==> src/pftd_pkg.sv <==
// shared constants and types for the trial-division prime filter
`default_nettype none

package pftd_pkg;

  localparam int unsigned NumberBits = 16;
  localparam int unsigned ValueBits  = 16;
  localparam int unsigned MaxItems   = 256;
  localparam int unsigned SlotBits   = 8;
  localparam int unsigned TotalBits  = 9;
  localparam int unsigned DivBits    = ValueBits / 2 + 1;
  localparam int unsigned DivBitsP1  = DivBits + 1;
  localparam int unsigned SqBits     = ValueBits + 1;
  localparam int unsigned BitIdxBits = $clog2(ValueBits);
  localparam int unsigned TrialStart = 2;

  typedef logic [ValueBits-1:0]  value_t;
  typedef logic [DivBits-1:0]    divisor_t;
  typedef logic [SqBits-1:0]     square_t;
  typedef logic [BitIdxBits-1:0] bit_idx_t;
  typedef logic [TotalBits-1:0]  total_t;
  typedef logic [SlotBits-1:0]   slot_t;

  typedef enum logic [1:0] {
    StIdle,
    StTrial,
    StDiv,
    StDone
  } state_e;

endpackage

`default_nettype wire

==> src/pftd_in_if.sv <==
// input channel: number and list-end marker with valid/ready
`default_nettype none

interface pftd_in_if;
  logic                              valid;
  logic                              ready;
  logic [pftd_pkg::NumberBits-1:0]   number;
  logic                              last_item;

  modport source (output valid, output number, output last_item, input ready);
  modport sink   (input valid, input number, input last_item, output ready);
endinterface

`default_nettype wire

==> src/pftd_out_if.sv <==
// output channel: tested number, keep flag, slot and running count with valid/ready
`default_nettype none

interface pftd_out_if;
  logic                             valid;
  logic                             ready;
  logic [pftd_pkg::NumberBits-1:0]  value_out;
  logic                             keep;
  logic [pftd_pkg::SlotBits-1:0]    slot_index;
  logic [pftd_pkg::TotalBits-1:0]   kept_total;
  logic                             list_end;

  modport source (output valid, output value_out, output keep, output slot_index,
                  output kept_total, output list_end, input ready);
  modport sink   (input valid, input value_out, input keep, input slot_index,
                  input kept_total, input list_end, output ready);
endinterface

`default_nettype wire

==> src/prime_filter_trial_division.sv <==
// top level: prime filter by trial division on one shared restoring divider
//
// in_i carries a number and a last_item marker; out_o returns one result per
// number: the number, keep (set for a prime), its slot in the compacted list,
// the running count of kept primes and an echo of last_item. both channels
// transfer on a clock edge with valid and ready high.
// one number is worked on at a time: in_i.ready is high only while idle.
// divisors 2, 3, 5, 7, ... are tried while d*d <= n; each trial compares d*d
// with n in the trial state, then runs a restoring division one quotient bit
// per cycle on one subtractor. zero, one and numbers that arrive with the list
// full skip the trials and go straight to the done state.
// a 16-bit prime near 65535 tries 128 divisors.
// the result sits in an output register, so the next number is taken while
// a result still waits; a stalled out_o holds the finished item there and
// the block does not leave its done state until that register frees up.
// once 256 primes are kept, further primes are dropped. the count clears
// after the result of the item marked last is loaded.
// reset (rst_ni low, asynchronous) clears the count, the state and out_o.valid.
`default_nettype none

module prime_filter_trial_division (
  input  wire           clk_i,
  input  wire           rst_ni,
  pftd_in_if.sink       in_i,
  pftd_out_if.source    out_o
);

  pftd_pkg::state_e   state_q, state_d;
  pftd_pkg::value_t   n_q, n_d;
  logic               last_q, last_d;
  logic               prime_q, prime_d;
  pftd_pkg::divisor_t d_q, d_d;
  pftd_pkg::square_t  sq_q, sq_d;
  pftd_pkg::divisor_t rem_q, rem_d;
  pftd_pkg::bit_idx_t bit_q, bit_d;
  pftd_pkg::total_t   count_q, count_d;

  logic                             out_valid_q, out_valid_d;
  logic [pftd_pkg::NumberBits-1:0]  out_value_q, out_value_d;
  logic                             out_keep_q, out_keep_d;
  pftd_pkg::slot_t                  out_slot_q, out_slot_d;
  pftd_pkg::total_t                 out_total_q, out_total_d;
  logic                             out_end_q, out_end_d;

  logic                           full;
  logic                           keep;
  logic [pftd_pkg::DivBitsP1-1:0] trial;
  pftd_pkg::divisor_t             diff;
  logic                           ge;
  pftd_pkg::divisor_t             rem_next;
  pftd_pkg::value_t               n_in;
  logic                           load_out;

  assign full     = (count_q >= pftd_pkg::TotalBits'(pftd_pkg::MaxItems));
  assign keep     = prime_q & ~full;
  assign n_in     = in_i.number[pftd_pkg::ValueBits-1:0];

  // shared restoring divider step
  assign trial    = {rem_q, n_q[bit_q]};
  assign ge       = (trial >= {1'b0, d_q});
  assign diff     = trial[pftd_pkg::DivBits-1:0] - d_q;
  assign rem_next = ge ? diff : trial[pftd_pkg::DivBits-1:0];

  assign load_out = (state_q == pftd_pkg::StDone) && (!out_valid_q || out_o.ready);

  assign in_i.ready = (state_q == pftd_pkg::StIdle);

  always_comb begin
    state_d = state_q;
    n_d     = n_q;
    last_d  = last_q;
    prime_d = prime_q;
    d_d     = d_q;
    sq_d    = sq_q;
    rem_d   = rem_q;
    bit_d   = bit_q;
    count_d = count_q;

    out_valid_d = out_valid_q;
    out_value_d = out_value_q;
    out_keep_d  = out_keep_q;
    out_slot_d  = out_slot_q;
    out_total_d = out_total_q;
    out_end_d   = out_end_q;

    if (out_valid_q && out_o.ready) begin
      out_valid_d = 1'b0;
    end

    unique case (state_q)
      pftd_pkg::StIdle: begin
        if (in_i.valid) begin
          n_d    = n_in;
          last_d = in_i.last_item;
          d_d    = pftd_pkg::DivBits'(pftd_pkg::TrialStart);
          sq_d   = pftd_pkg::SqBits'(pftd_pkg::TrialStart * pftd_pkg::TrialStart);
          if (full || n_in < pftd_pkg::ValueBits'(pftd_pkg::TrialStart)) begin
            prime_d = 1'b0;
            state_d = pftd_pkg::StDone;
          end else begin
            state_d = pftd_pkg::StTrial;
          end
        end
      end
      pftd_pkg::StTrial: begin
        if (sq_q > {1'b0, n_q}) begin
          prime_d = 1'b1;
          state_d = pftd_pkg::StDone;
        end else begin
          rem_d   = '0;
          bit_d   = pftd_pkg::BitIdxBits'(pftd_pkg::ValueBits - 1);
          state_d = pftd_pkg::StDiv;
        end
      end
      pftd_pkg::StDiv: begin
        rem_d = rem_next;
        bit_d = bit_q - 1'b1;
        if (bit_q == '0) begin
          if (rem_next == '0) begin
            prime_d = 1'b0;
            state_d = pftd_pkg::StDone;
          end else begin
            // after two, odd divisors only: (d+2)^2 = d^2 + 4d + 4
            if (d_q == pftd_pkg::DivBits'(pftd_pkg::TrialStart)) begin
              d_d  = d_q + 1'b1;
              sq_d = sq_q + pftd_pkg::SqBits'(2 * pftd_pkg::TrialStart + 1);
            end else begin
              d_d  = d_q + pftd_pkg::DivBits'(2);
              sq_d = sq_q + pftd_pkg::SqBits'({d_q, 2'b00}) + pftd_pkg::SqBits'(4);
            end
            state_d = pftd_pkg::StTrial;
          end
        end
      end
      pftd_pkg::StDone: begin
        if (load_out) begin
          out_valid_d = 1'b1;
          out_value_d = pftd_pkg::NumberBits'(n_q);
          out_keep_d  = keep;
          out_slot_d  = full ? pftd_pkg::SlotBits'(pftd_pkg::MaxItems - 1)
                             : count_q[pftd_pkg::SlotBits-1:0];
          out_total_d = count_q + pftd_pkg::TotalBits'(keep);
          out_end_d   = last_q;
          count_d     = last_q ? '0 : count_q + pftd_pkg::TotalBits'(keep);
          state_d     = pftd_pkg::StIdle;
        end
      end
      default: begin
        state_d = pftd_pkg::StIdle;
      end
    endcase
  end

  always_ff @(posedge clk_i or negedge rst_ni) begin
    if (!rst_ni) begin
      state_q     <= pftd_pkg::StIdle;
      count_q     <= '0;
      out_valid_q <= 1'b0;
    end else begin
      state_q     <= state_d;
      count_q     <= count_d;
      out_valid_q <= out_valid_d;
    end
  end

  always_ff @(posedge clk_i) begin
    n_q         <= n_d;
    last_q      <= last_d;
    prime_q     <= prime_d;
    d_q         <= d_d;
    sq_q        <= sq_d;
    rem_q       <= rem_d;
    bit_q       <= bit_d;
    out_value_q <= out_value_d;
    out_keep_q  <= out_keep_d;
    out_slot_q  <= out_slot_d;
    out_total_q <= out_total_d;
    out_end_q   <= out_end_d;
  end

  assign out_o.valid      = out_valid_q;
  assign out_o.value_out  = out_value_q;
  assign out_o.keep       = out_keep_q;
  assign out_o.slot_index = out_slot_q;
  assign out_o.kept_total = out_total_q;
  assign out_o.list_end   = out_end_q;

  a_total_bounded: assert property (@(posedge clk_i) disable iff (!rst_ni)
    out_valid_q |-> out_total_q <= pftd_pkg::TotalBits'(pftd_pkg::MaxItems))
    else $error("kept_total above list capacity");

  a_keep_not_small: assert property (@(posedge clk_i) disable iff (!rst_ni)
    (out_valid_q && out_keep_q) |->
      out_value_q >= pftd_pkg::NumberBits'(pftd_pkg::TrialStart))
    else $error("zero or one kept as prime");

  a_slot_matches_total: assert property (@(posedge clk_i) disable iff (!rst_ni)
    (out_valid_q && out_keep_q) |->
      out_slot_q == pftd_pkg::SlotBits'(out_total_q - 1'b1))
    else $error("slot of kept item disagrees with count");

  a_count_cleared: assert property (@(posedge clk_i) disable iff (!rst_ni)
    $rose(out_valid_q) && out_end_q |-> count_q == '0)
    else $error("count not cleared after list end");

endmodule

`default_nettype wire

==> src/flat_wrapper.sv <==
// flat-port wrapper written by rule: the top's interface ports become plain ports
module prime_filter_trial_division_flat 
  (clk_i, rst_ni, in_i_valid, in_i_number, in_i_last_item, in_i_ready, out_o_valid, out_o_value_out, out_o_keep, out_o_slot_index, out_o_kept_total, out_o_list_end, out_o_ready);
  pftd_in_if in_i_i ();
  pftd_out_if out_o_i ();
  input  wire clk_i;
  input  wire rst_ni;
  input wire logic [$bits(in_i_i.valid)-1:0] in_i_valid;
  input wire logic [$bits(in_i_i.number)-1:0] in_i_number;
  input wire logic [$bits(in_i_i.last_item)-1:0] in_i_last_item;
  output wire logic [$bits(in_i_i.ready)-1:0] in_i_ready;
  output wire logic [$bits(out_o_i.valid)-1:0] out_o_valid;
  output wire logic [$bits(out_o_i.value_out)-1:0] out_o_value_out;
  output wire logic [$bits(out_o_i.keep)-1:0] out_o_keep;
  output wire logic [$bits(out_o_i.slot_index)-1:0] out_o_slot_index;
  output wire logic [$bits(out_o_i.kept_total)-1:0] out_o_kept_total;
  output wire logic [$bits(out_o_i.list_end)-1:0] out_o_list_end;
  input wire logic [$bits(out_o_i.ready)-1:0] out_o_ready;
  assign in_i_i.valid = in_i_valid;
  assign in_i_i.number = in_i_number;
  assign in_i_i.last_item = in_i_last_item;
  assign in_i_ready = in_i_i.ready;
  assign out_o_valid = out_o_i.valid;
  assign out_o_value_out = out_o_i.value_out;
  assign out_o_keep = out_o_i.keep;
  assign out_o_slot_index = out_o_i.slot_index;
  assign out_o_kept_total = out_o_i.kept_total;
  assign out_o_list_end = out_o_i.list_end;
  assign out_o_i.ready = out_o_ready;
  prime_filter_trial_division u_core (.clk_i(clk_i), .rst_ni(rst_ni), .in_i(in_i_i), .out_o(out_o_i));
endmodule
==> config.mk <==
export PLATFORM = sky130hd
export DESIGN_NAME = prime_filter_trial_division_flat
export DESIGN_NICKNAME = d
export VERILOG_FILES = /design/src/pftd_pkg.sv /design/src/pftd_in_if.sv /design/src/pftd_out_if.sv /design/src/prime_filter_trial_division.sv /design/src/flat_wrapper.sv
export SDC_FILE = /design/constraint.sdc
export NUM_CORES = 1
export LEC_CHECK = 0
export BUFFER_PORTS_ARGS = -buffer_cell sky130_fd_sc_hd__clkbuf_2
export CAP_MARGIN = 30
export CORE_AREA = 2 2 133 161
export CTS_CLUSTER_DIAMETER = 200
export DETAILED_ROUTE_END_ITERATION = 12
export DIE_AREA = 0 0 135 163
export GPL_TIMING_DRIVEN = 0
export SYNTH_ARGS = -nofsm -noshare
export SYNTH_HDL_FRONTEND = slang
export SYNTH_SLANG_ARGS = --single-unit
==> constraint.sdc <==
create_clock -name clk_i -period 7.65 [get_ports clk_i]
set_clock_uncertainty 0.05 [all_clocks]
set_input_delay 1.53 -clock clk_i [delete_from_list [all_inputs] [get_ports clk_i]]
set_output_delay 1.53 -clock clk_i [all_outputs]
set_load 0.005 [all_outputs]
; Word level (Yosys, flattened, before mapping)
; Index checks and enable logic that the tools add are counted.
[op_classes]
add_sub_neg = 8
multipliers = 0
div = 0
n_lt_le_gt_ge = 5
eq_ne = 12
shifts = 0
n_mux = 34
n_bitwise = 2
n_reduce_logical = 17
[op_table]
columns = op, count
row1 = $mux 17, 4
row2 = $mux 9, 7
row3 = $pmux 9 s2, 2
row4 = $add 17x3->17 const B, 2
row5 = $pmux 17 s2, 1
row6 = $add 17x11->17, 1
row7 = $gt 17x16->1, 1
row8 = $lt 16x2->1 const B, 1
row9 = $ge 10x9->1, 1
row10 = $mux 1, 10
row11 = $mux 2, 5
row12 = $ne 2x1->1 const B, 5
row13 = $add 9x1->9, 1
row14 = $add 9x1->9 const B, 1
row15 = $add 9x2->9 const B, 1
row16 = $eq 9x2->1 const B, 1
row17 = $ge 9x9->1 const B, 1
row18 = $logic_not 9->1, 1
row19 = $sub 9x9->9, 1
row20 = $pmux 2 s4, 1
row21 = $pmux 4 s2, 1
row22 = $ne 2x2->1 const B, 3
row23 = $reduce_and 2->1, 3
row24 = $reduce_and 6->1, 1
row25 = other kinds (18), 22
[word_totals]
register_bits = 104
latchBits = 0
ram_bits = 0
mem_bits_ro = 0
input_bits = 21
out_inout_bits = 37
wordCells = 93
memories = 0

; Longest topological paths before layout
; Gate-level depths: netlist of run 1.
[depth]
word_depth = 8
ltp_mapped = 14
depth_no_buf = 12

; Worst setup path before layout of run 1
; No wires, ideal clock.
[synth_timing]
kind = reg2reg
startpoint = register u_core.bit_q[0]
endpoint = register u_core.d_q[0], enable pin
setup_ns = 0.412
t_arrival_ns = 4.487
t_required_ns = 7.188
path_slack_ns = 2.701
stages_incl_launch_ff = 14
path_buffers = 1
period_less_slack_ns = 4.949
path_cell_list = edfxtp_1 > buf_6 > mux4_1 > mux4_2 > inv_1 > ha_1 > inv_1 > fa_1 > a211oi_2 > o31ai_1 > a2111oi_0 > nor3_1 > a32oi_1 > nor2b_1
[synth_between]
elab_chain_len = 7
elab_cells_between_ends = 10
cone_classes = add/sub: 1 / order compare: 1 / eq/ne: 2 / mux: 3 / reduce/logical: 3
[synth_lines]
columns = element, line_no
row1 = from (decl), prime_filter_trial_division.sv:35  ; pftd_pkg::bit_idx_t bit_q, bit_d;
row2 = from (signal assigned), prime_filter_trial_division.sv:173  ; bit_q <= bit_d;
row3 = $bmux 1 s4, prime_filter_trial_division.sv:59  ; assign trial = {rem_q, n_q[bit_q]};
row4 = $mux 1 (not written as such), prime_filter_trial_division.sv:59
row5 = $sub 9x9->9 / $ge 10x9->1 (equally long branches), "prime_filter_trial_division.sv:61, prime_filter_trial_division.sv:60"
row6 = $mux 9, prime_filter_trial_division.sv:62  ; assign rem_next = ge ? diff : trial[pftd_pkg::DivBits-1:0];
row7 = $logic_not 9->1, prime_filter_trial_division.sv:119  ; if (rem_next == '0) begin
row8 = $ne 2x2->1 (no line), n/a
row9 = $reduce_and 4->1 (no line) *, n/a
row10 = to (signal assigned), prime_filter_trial_division.sv:170  ; d_q <= d_d;
row11 = to (decl), prime_filter_trial_division.sv:32  ; pftd_pkg::divisor_t d_q, d_d;
; Mark *: on every way between the ends. The rest lies on a longest branch, timed or not. The select of a mux whose other input is x is not followed.
; A chain may end at the register's enable or synchronous reset.

; Final worst setup path of run 1
[layout_timing]
startpoint = register u_core.bit_q[0]
endpoint = register u_core.d_q[5], enable pin
; The elaborated chain is that of the path after synthesis.

==> results of run 1 <==
## worst max-delay path: stages, from the launching register on
cell and delay, ns:
edfxtp_1 0.34, buf_6 0.13, mux4_1 0.58, mux4_2 0.58, inv_1 0.09, ha_1 0.15
inv_1 0.05, fa_1 0.42, a211oi_2 0.31, o211ai_1 0.13, a21oi_1 0.45, a2111oi_0 0.16
a32oi_1 0.41, nor2b_2 0.75, buf_16 0.23
## metal layers
layer,global-route usage (%),up-vias,wire (µm)
met1,14.4,2053,5740
met4,4.02,0,202
met5,0,-,0
met3,2.02,12,283
li1,-,2134,-
met2,22.3,56,6980
## state kept, by name, summed over array words and instances (netlist names)
name and flops:
u_core.out_o.list_end 1, u_core.state_q 2, u_core.n_q 16, u_core.out_o.valid 1
u_core.out_o.keep 1, u_core.last_q 1, u_core.prime_q 1, u_core.d_q 9
u_core.count_q 9, u_core.sq_q 17, u_core.out_o.kept_total 9, u_core.out_o.value_out 16
u_core.rem_q 9, u_core.out_o.slot_index 8, u_core.bit_q 4
## power groups by stage
stage	Combinational (mW)	Clock [mW]	Sequential (mW)
3_5_place_dp	1.07	0	0.959
6_report	1.07	0.448	0.946
4_1_cts	1.08	0.459	0.947
3_3_place_gp	1.03	0	0.962
5_1_grt	1.21	0.478	0.965
2_1_floorplan	0.769	0	0.928
## worst max path at each step
stage	startpoint	to	slack (ns)	cells past startpoint
finish	u_core.bit_q[0]	u_core.d_q[5]	2.51	14
CTS	u_core.bit_q[0]	u_core.d_q[3]	2.46	14
global route	u_core.bit_q[0]	u_core.d_q[1]	2.20	14
global placement	u_core.bit_q[0]	u_core.d_q[0]	1.42	13
detailed placement	u_core.bit_q[0]	u_core.d_q[5]	2.49	14
floorplan	u_core.bit_q[0]	u_core.d_q[0]	2.70	13
## area by class of cell
| cell class | count | area share (%) |
|---|---|---|
| buffer | 14 | 0.894 |
| clock buffer | 9 | 3.22 |
| clock inverter | 7 | 0.984 |
| inverter | 39 | 2.09 |
| multi-input combinational | 381 | 39.3 |
| sequential | 104 | 43.8 |
| tap | 270 | 4.83 |
| timing repair buffer | 59 | 4.86 |
## cell families after synthesis
group / synth area share (%)
AO/OA/AOI/OAI: 11.6
XOR/XNOR: 5.38
adder cells (fa/ha/maj): 11.1
buffers and inverters: 3.47
flip-flops: 50.9
multiplexers: 3.05
AND/OR/NAND/NOR: 14.6
## cells in the mapped netlist, types with 8 or more instances
| master | instances |
|---|---|
| nor2_1 | 42 |
| edfxtp_1 | 92 |
| nand2b_1 | 9 |
| nor3_1 | 16 |
| dfrtp_1 | 12 |
| nor2b_1 | 9 |
| and3_1 | 8 |
| a21oi_1 | 29 |
| xor2_1 | 11 |
| or2_2 | 8 |
| a211oi_1 | 8 |
| nand2_1 | 35 |
| inv_1 | 39 |
| xnor2_1 | 26 |
| nand3_1 | 17 |
| clkbuf_1 | 9 |
| o21ai_0 | 19 |
| ha_1 | 50 |
## stage by stage
step | area, µm² | setup slack (ns)
floorplan | 6020 | 2.70
global placement | 6650 | 1.42
detailed placement | 6700 | 2.49
CTS | 7000 | 2.46
global route | 7000 | 2.20
finish | 7000 | 2.51
==> impl_metrics.tcl, run 1 <==
set metrics [dict create \
    vias_per_cell 4.82 \
    p_comb_share_pct 43.5 \
    clock_sinks 104 \
    synth.avg_cell_area_um2 11.2 \
    cts-resized-gates 0 \
    grt_usage_pct 12.2 \
    die_h_um 163 \
    vias 4255 \
    grt.overflow.total 0 \
    grt_pass1_vias 4170 \
    vdd_drop_max_mv 0.127 \
    drive_above_1_share_pct 15.2 \
    synthCells 538 \
    dpl.hpwl_um 10200 \
    regArea_mm2 0.00306 \
    antenna_cells 0 \
    post-cts-setup-buffers 0 \
    yosysTopAreaCell "edfxtp_1" \
    grt_pass1_wl_um 21100 \
    core_area_mm2 0.0206 \
    yosys.cell_types.count 56 \
    cts_tree "done" \
    root_buffer "clkbuf_16" \
    synth_top_area_share_pct 45.9 \
    p_switching_uw 961 \
    synth.ff_latch_count 104 \
    ys_seq_area_share_pct 50.9 \
    cp-end-kind "register" \
    required_ns 7.66 \
    cts_max_level 3 \
    outcome "finished, final reports clean" \
    crit_type "reg2reg" \
    whs_endpoint "u_core.out_o.value_out[5]" \
    r2r_slack_ns 2.51 \
    multi_input_area_mm2 0.00275 \
    synth-edff-count 92 \
    dp_cells 867 \
    r2r-start "u_core.bit_q[0]" \
    antenna_left 0 \
    clk-insertion-delay-late_ns 0.35 \
    port_buffers 57 \
    min-delay-start "u_core.n_q[5]" \
    p_int_mw 1.50 \
    antenna_found_initial 0 \
    ioPinCount 58 \
    crit_path_start_kind "register" \
    gp_congestion 0.821 \
    synthesis.area_mm2 0.00602 \
    first_pass_iters 4 \
    r2r_end "u_core.d_q[5]" \
    finalCritPeriodShare_pct 67.3 \
    routed_wl_um 13200 \
    switching_share_pct 39.0 \
    cts_buffer_depth 2 \
    total_power_mw 2.47 \
    finalSetupViolCount 0 \
    critPathMaxFanout 15 \
    fill_cells 2091 \
    pwr-share-clk_pct 18.2 \
    yosys_warnings 0 \
    max_slew.worst_pin.slew_ns 0.857 \
    hold_path.class "reg2reg" \
    die_area_mm2 0.0220 \
    syn_nets 611 \
    whs_path_depth 0 \
    fmax_ghz 0.194 \
    slew_viol_final 0 \
    synth_area_leaders "edfxtp_1 (46%), ha_1 (10%), dfrtp_1 (5.0%)" \
    drcViolationCount 0 \
    hold_viol_final 0 \
    initial_core_util_pct 29.2 \
    slew-limit-headroom_pct 42.9 \
    fp.dieW_um 135 \
    pwr-share-seq_pct 38.4 \
    ctsHoldBuffers 0 \
    syn2layout_area_growth_pct 16.2 \
    period_needed_ns 5.14 \
    avgRoutedWirePerCell_um 15.0 \
    num-nets-final 681 \
    rsz0062_at_grt "no" \
    crit_arrival_ns 5.16 \
    grt_max_degree 22 \
    final_common_cell "edfxtp_1" \
    numCtsBuffers 9 \
    final_core_util_pct 33.9 \
    leakage_nw 2.80 \
    drt_iter0_drc 251 \
    fin_setup_tns_ns 0 \
    stdcell_count 883 \
    synthFlopType "edfxtp_1" \
    path_clk_slew_ns 0.07 \
    layout_common_cells "edfxtp_1 (92), clkbuf_2 (57), ha_1 (50)" \
    rows 58 \
    whs_ns 0.422 \
    r2r.worst_path.cells 14 \
    maxCapViolCount 0 \
    synthArstFlopShare_pct 11.5 \
    power.density_mw_per_mm2 352 \
]
Note: power is estimated with default switching activity, not from simulation.
==> run 2, diff against run 1 <==
Clock period 7.65 ns to 4.9 ns, I/O delays scaled along.
==> run 2 against run 1 <==
Effect of this change: power rose by 57%; sequential cell count stayed put; design area up 0.23%; critical endpoint is now u_core.sq_q[6]; sequential power is 56% higher; routed wire length increased by 0.36%; first-iteration DRC count is 16% higher; worst setup slack got worse by 2.1 ns.
==> impl_metrics.tcl, run 2 (same netlist as run 1, synthesis figures left out) <==
set metrics [dict create \
    switching_share_pct 39.1 \
    slew-limit-headroom_pct 41.8 \
    hold_viol_final 0 \
    antenna_cells 0 \
    finalCritPeriodShare_pct 91.8 \
    max_slew.worst_pin.slew_ns 0.873 \
    r2r-start "u_core.bit_q[0]" \
    whs_ns 0.424 \
    cts_max_level 3 \
    r2r.worst_path.cells 14 \
    core_area_mm2 0.0206 \
    initial_core_util_pct 29.2 \
    vdd_drop_max_mv 0.204 \
    startpoint "u_core.bit_q[0]" \
    critical_path.cell_chain "buf_6, mux4_1, mux4_2, inv_1, ha_1, inv_1, fa_1, a211oi_2, o31ai_1, a2111oi_0, nor3_1, a32oi_2, nor2b_4, buf_8" \
    crit_type "reg2reg" \
    port_buffers 57 \
    top_register "u_core.sq_q" \
    cts_tree "done" \
    leakage_nw 2.82 \
    root_buffer "clkbuf_16" \
    grt_usage_pct 12.3 \
    fill_cells 2094 \
    rows 58 \
    dpl.hpwl_um 10100 \
    maxCapViolCount 0 \
    endpoint "u_core.sq_q[6]" \
    critPathMaxFanout 14 \
    r2r_slack_ns 0.40 \
    outcome "finished, final reports clean" \
    die_h_um 163 \
    slew_viol_final 0 \
    crit_path_start_kind "register" \
    path_common_cell "inv_1" \
    power.density_mw_per_mm2 552 \
    largest_reg_flops 17 \
    final_common_cell "edfxtp_1" \
    vias 4309 \
    rsz0062_at_grt "no" \
    p_switching_mw 1.52 \
    cp-end-kind "register" \
    cts_buffer_depth 2 \
    max_stage_delay_ns 0.59 \
    fmax_ghz 0.222 \
    p_comb_share_pct 43.6 \
    drt_iter0_drc 291 \
    grt_pass1_wl_um 21400 \
    grt_pass1_vias 4214 \
    fin_setup_tns_ns 0 \
    fp.dieW_um 135 \
    gp_congestion 0.810 \
    syn2layout_area_growth_pct 16.5 \
    layout_common_cells "edfxtp_1 (92), clkbuf_2 (57), ha_1 (50)" \
    pwr-share-clk_pct 18.2 \
    routed_wl_um 13300 \
    avgRoutedWirePerCell_um 15.0 \
    period_needed_ns 4.50 \
    die_area_mm2 0.0220 \
    required_ns 4.91 \
    antenna_found_initial 0 \
    pwr-share-seq_pct 38.2 \
    grt.overflow.total 0 \
    finalSetupViolCount 0 \
    crit_slowest_cell "mux4_1" \
    drcViolationCount 0 \
    drive_above_1_share_pct 15.6 \
    numCtsBuffers 9 \
    r2r_end "u_core.sq_q[6]" \
    num-nets-final 682 \
    clk-insertion-delay-late_ns 0.35 \
    clock_sinks 104 \
    ctsHoldBuffers 0 \
    crit_arrival_ns 4.51 \
    p_int_mw 2.35 \
    grt_max_degree 22 \
    antenna_left 0 \
    first_pass_iters 6 \
    path_clk_slew_ns 0.07 \
    ioPinCount 58 \
    vias_per_cell 4.87 \
    hold_path.class "reg2reg" \
]
## run 2: layer usage
layer	GRT usage [%]	routed length, µm	up-vias
met5	0	0	-
met4	4.31	210	0
met3	2.33	427	17
met2	21.5	6780	75
met1	15.1	5840	2074
li1	-	-	2143
## run 2: stage by stage
step	instances	area [µm²]	util [%]	power, mW	worst slack (ns)
2_1_floorplan	538	6020	-	2.65	0.425
3_3_place_gp	865	6650	32.3	3.12	-0.528
3_5_place_dp	867	6690	32.5	3.16	-0.298
4_1_cts	884	7000	34.0	3.89	0.217
5_1_grt	884	7010	34.0	4.17	0.0862
6_report	884	7010	34.0	3.87	0.402
## run 2: layout make-up
type	instances	area, µm²	share of cell area, %
Inverter	39	146	2.09
Sequential cell	104	3060	43.7
Tap cell	270	338	4.82
Clock buffer	9	225	3.21
Multi-Input combinational cell	381	2770	39.5
Clock inverter	7	61.3	0.874
Buffer	14	62.6	0.892
Timing Repair Buffer	60	348	4.96
## run 2: how the worst min path moves through the flow
| stage | slack [ns] | cells after the start | endpoint | startpoint |
|---|---|---|---|---|
| 2_1_floorplan | 0.39 | 0 | u_core.out_o.value_out[1] | u_core.n_q[1] |
| 3_3_place_gp | 0.41 | 0 | u_core.out_o.value_out[9] | u_core.n_q[9] |
| 3_5_place_dp | 0.41 | 0 | u_core.out_o.value_out[9] | u_core.n_q[9] |
| 4_1_cts | 0.43 | 0 | u_core.out_o.value_out[9] | u_core.n_q[9] |
| 5_1_grt | 0.45 | 0 | u_core.out_o.value_out[9] | u_core.n_q[9] |
| 6_report | 0.42 | 0 | u_core.out_o.value_out[9] | u_core.n_q[9] |
## run 2: what timing repair did
action | in CTS | in global routing
gates resized for setup | 1 | 2
endpoints found under the setup margin | 26 | 26
buffers inserted | 1 | 0
## run 2: power by group through the flow
stage | registers (mW) | logic, mW | clock network, mW
after detailed placement | 1.50 | 1.67 | 0
after floorplan | 1.45 | 1.20 | 0
after global routing | 1.51 | 1.90 | 0.755
after CTS | 1.48 | 1.69 | 0.723
final | 1.48 | 1.69 | 0.704
after global placement | 1.50 | 1.62 | 0
## run 2: worst max-delay path, delay by kind of cell (launching register included)
| family | cells | cell delay (ns) |
|---|---|---|
| adders and majority gates | 2 | 0.58 |
| buffers and inverters | 4 | 0.47 |
| DFF | 1 | 0.35 |
| AOI/OAI and AO/OA | 4 | 1.19 |
| muxes | 2 | 1.15 |
| and+or+nand+nor | 2 | 0.41 |
==> run 3, diff against run 2 <==
Clock period 4.9 ns to 3.92 ns, I/O delays scaled along.
==> run 3 against run 2 <==
Effect of this change: the run now ends with negative setup slack left; routed wire length is 1.1% higher; die area stayed put; maximum frequency is 6.5% higher; combinational power is 39% higher; highest routed layer unchanged; via count is 0.67% lower; design area is 2.5% higher.
==> impl_metrics.tcl, run 3 (same netlist as run 1, synthesis figures left out) <==
set metrics [dict create \
    outcome "finished, violations left" \
    violations "negative setup slack" \
    num-nets-final 692 \
    timing.final.ws_setup_ns -0.305 \
    cts_buffer_depth 2 \
    initial_core_util_pct 29.2 \
    multi_input_area_mm2 0.00284 \
    root_buffer "clkbuf_16" \
    slew_viol_final 0 \
    grt_pass1_wl_um 21800 \
    max_slew.worst_pin.slew_ns 0.898 \
    total_power_mw 5.09 \
    finalCritPeriodShare_pct 108 \
    grt_pass1_vias 4302 \
    slew-limit-headroom_pct 40.1 \
    grt_max_degree 22 \
    final_common_cell "edfxtp_1" \
    rows 58 \
    finalSetupViolCount 27 \
    fp.dieW_um 135 \
    ctsHoldBuffers 0 \
    drcViolationCount 0 \
    dpl.hpwl_um 9820 \
    syn2layout_area_growth_pct 19.3 \
    path_clk_slew_ns 0.08 \
    rsz0062_at_grt "yes" \
    pwr-share-clk_pct 17.5 \
    antenna_cells 0 \
    dp_slack_ns -0.851 \
    vdd_drop_max_mv 0.303 \
    largest_reg_flops 17 \
    numCtsBuffers 9 \
    pwr-share-seq_pct 36.3 \
    die_h_um 163 \
    fill_cells 2065 \
    top_register "u_core.sq_q" \
    antenna_left 0 \
    final_core_util_pct 34.9 \
    stdcell_count 894 \
    fmax_ghz 0.237 \
    maxCapViolCount 0 \
    p_comb_share_pct 46.2 \
    vias 4280 \
    cts_max_level 3 \
    vias_per_cell 4.79 \
    p_int_mw 3.10 \
    core_area_mm2 0.0206 \
    cts_tree "done" \
    switching_share_pct 39.0 \
    cp-end-kind "register" \
    routed_wl_um 13400 \
    critPathMaxFanout 5 \
    avgRoutedWirePerCell_um 15.0 \
    r2r.worst_path.cells 14 \
    hold_viol_final 0 \
    drive_above_1_share_pct 18.9 \
    fin_setup_tns_ns -7.89 \
    required_ns 3.94 \
    crit_path_start_kind "register" \
    crit_type "reg2reg" \
    power.density_mw_per_mm2 708 \
    clock_sinks 104 \
    antenna_found_initial 0 \
    p_switching_mw 1.99 \
    drt_iter0_drc 235 \
    first_pass_iters 4 \
    grt_usage_pct 12.5 \
    dp_cells 866 \
    period_needed_ns 4.22 \
    hold_path.class "in2async" \
    port_buffers 57 \
    leakage_nw 2.88 \
    layout_common_cells "edfxtp_1 (92), clkbuf_2 (57), ha_1 (49)" \
    die_area_mm2 0.0220 \
    crit_arrival_ns 4.25 \
    gp_congestion 0.855 \
    ioPinCount 58 \
    clk-insertion-delay-late_ns 0.35 \
    grt.overflow.total 0 \
    regArea_mm2 0.00306 \
]
[run 3: final timing paths]
| kind | slack (ns) | endpoint | from |
|---|---|---|---|
| worst max-delay path | -0.30 | u_core.sq_q[4] | u_core.bit_q[0] |
| min in group clk_i | 0.43 | u_core.out_o.value_out[15] | u_core.n_q[15] |
| worst max register to register | -0.30 | u_core.sq_q[4] | u_core.bit_q[0] |
| worst min register to register | 0.43 | u_core.out_o.value_out[15] | u_core.n_q[15] |
| worst min-delay path | 0.26 | u_core.count_q[4] | rst_ni |
| max in group asynchronous | 3.31 | u_core.count_q[6] | rst_ni |
[run 3: stage by stage]
step,hold slack (ns),instance area (µm²)
final,0.261,7190
after global routing,0.276,7190
after CTS,0.261,7120
after detailed placement,0.416,6700
after global placement,0.417,6670
after floorplan,0.394,6050
[run 3: critical path, cell delays in order, from the launching register on]
cell,delay (ns)
edfxtp_1,0.35
buf_6,0.14
mux4_2,0.54
mux4_2,0.56
inv_2,0.10
ha_4,0.13
inv_2,0.03
fa_2,0.37
a211oi_4,0.31
o31ai_2,0.14
xor2_1,0.36
a2111oi_4,0.07
a32oi_2,0.38
nor2b_4,0.28
buf_6,0.15
[run 3: per-layer routing]
metal / share of wire (%) / wire length [µm] / GRT usage [%]
met1: 44 / 5850 / 15.1
met2: 52 / 6930 / 22.7
met3: 2.5 / 341 / 1.40
met4: 2.1 / 278 / 4.45
met5: 0 / 0 / 0
[run 3: layout make-up]
| class | instances | share of cell area (%) |
|---|---|---|
| Sequential cell | 104 | 42.6 |
| Multi-Input combinational cell | 382 | 39.5 |
| Timing Repair Buffer | 69 | 6.13 |
| Tap cell | 270 | 4.70 |
| Clock buffer | 10 | 3.19 |
| Inverter | 39 | 2.04 |
| Buffer | 14 | 1.01 |
| Clock inverter | 6 | 0.801 |
[run 3: timing repair]
action	CTS	global route
gates resized for setup	10	8
cloned	1	1
hold endpoints to repair	0	0
setup buffers	9	1
pin swaps	4	2
endpoints found under the setup margin	31	37
[run 3: power groups by stage]
stage          Clock [mW]  Combinational (mW)  Sequential, mW
3_3_place_gp            0                2.06            1.87
2_1_floorplan           0                1.55            1.81
4_1_cts             0.907                2.24            1.85
3_5_place_dp            0                2.10            1.87
6_report            0.891                2.35            1.85
5_1_grt             0.951                2.64            1.88
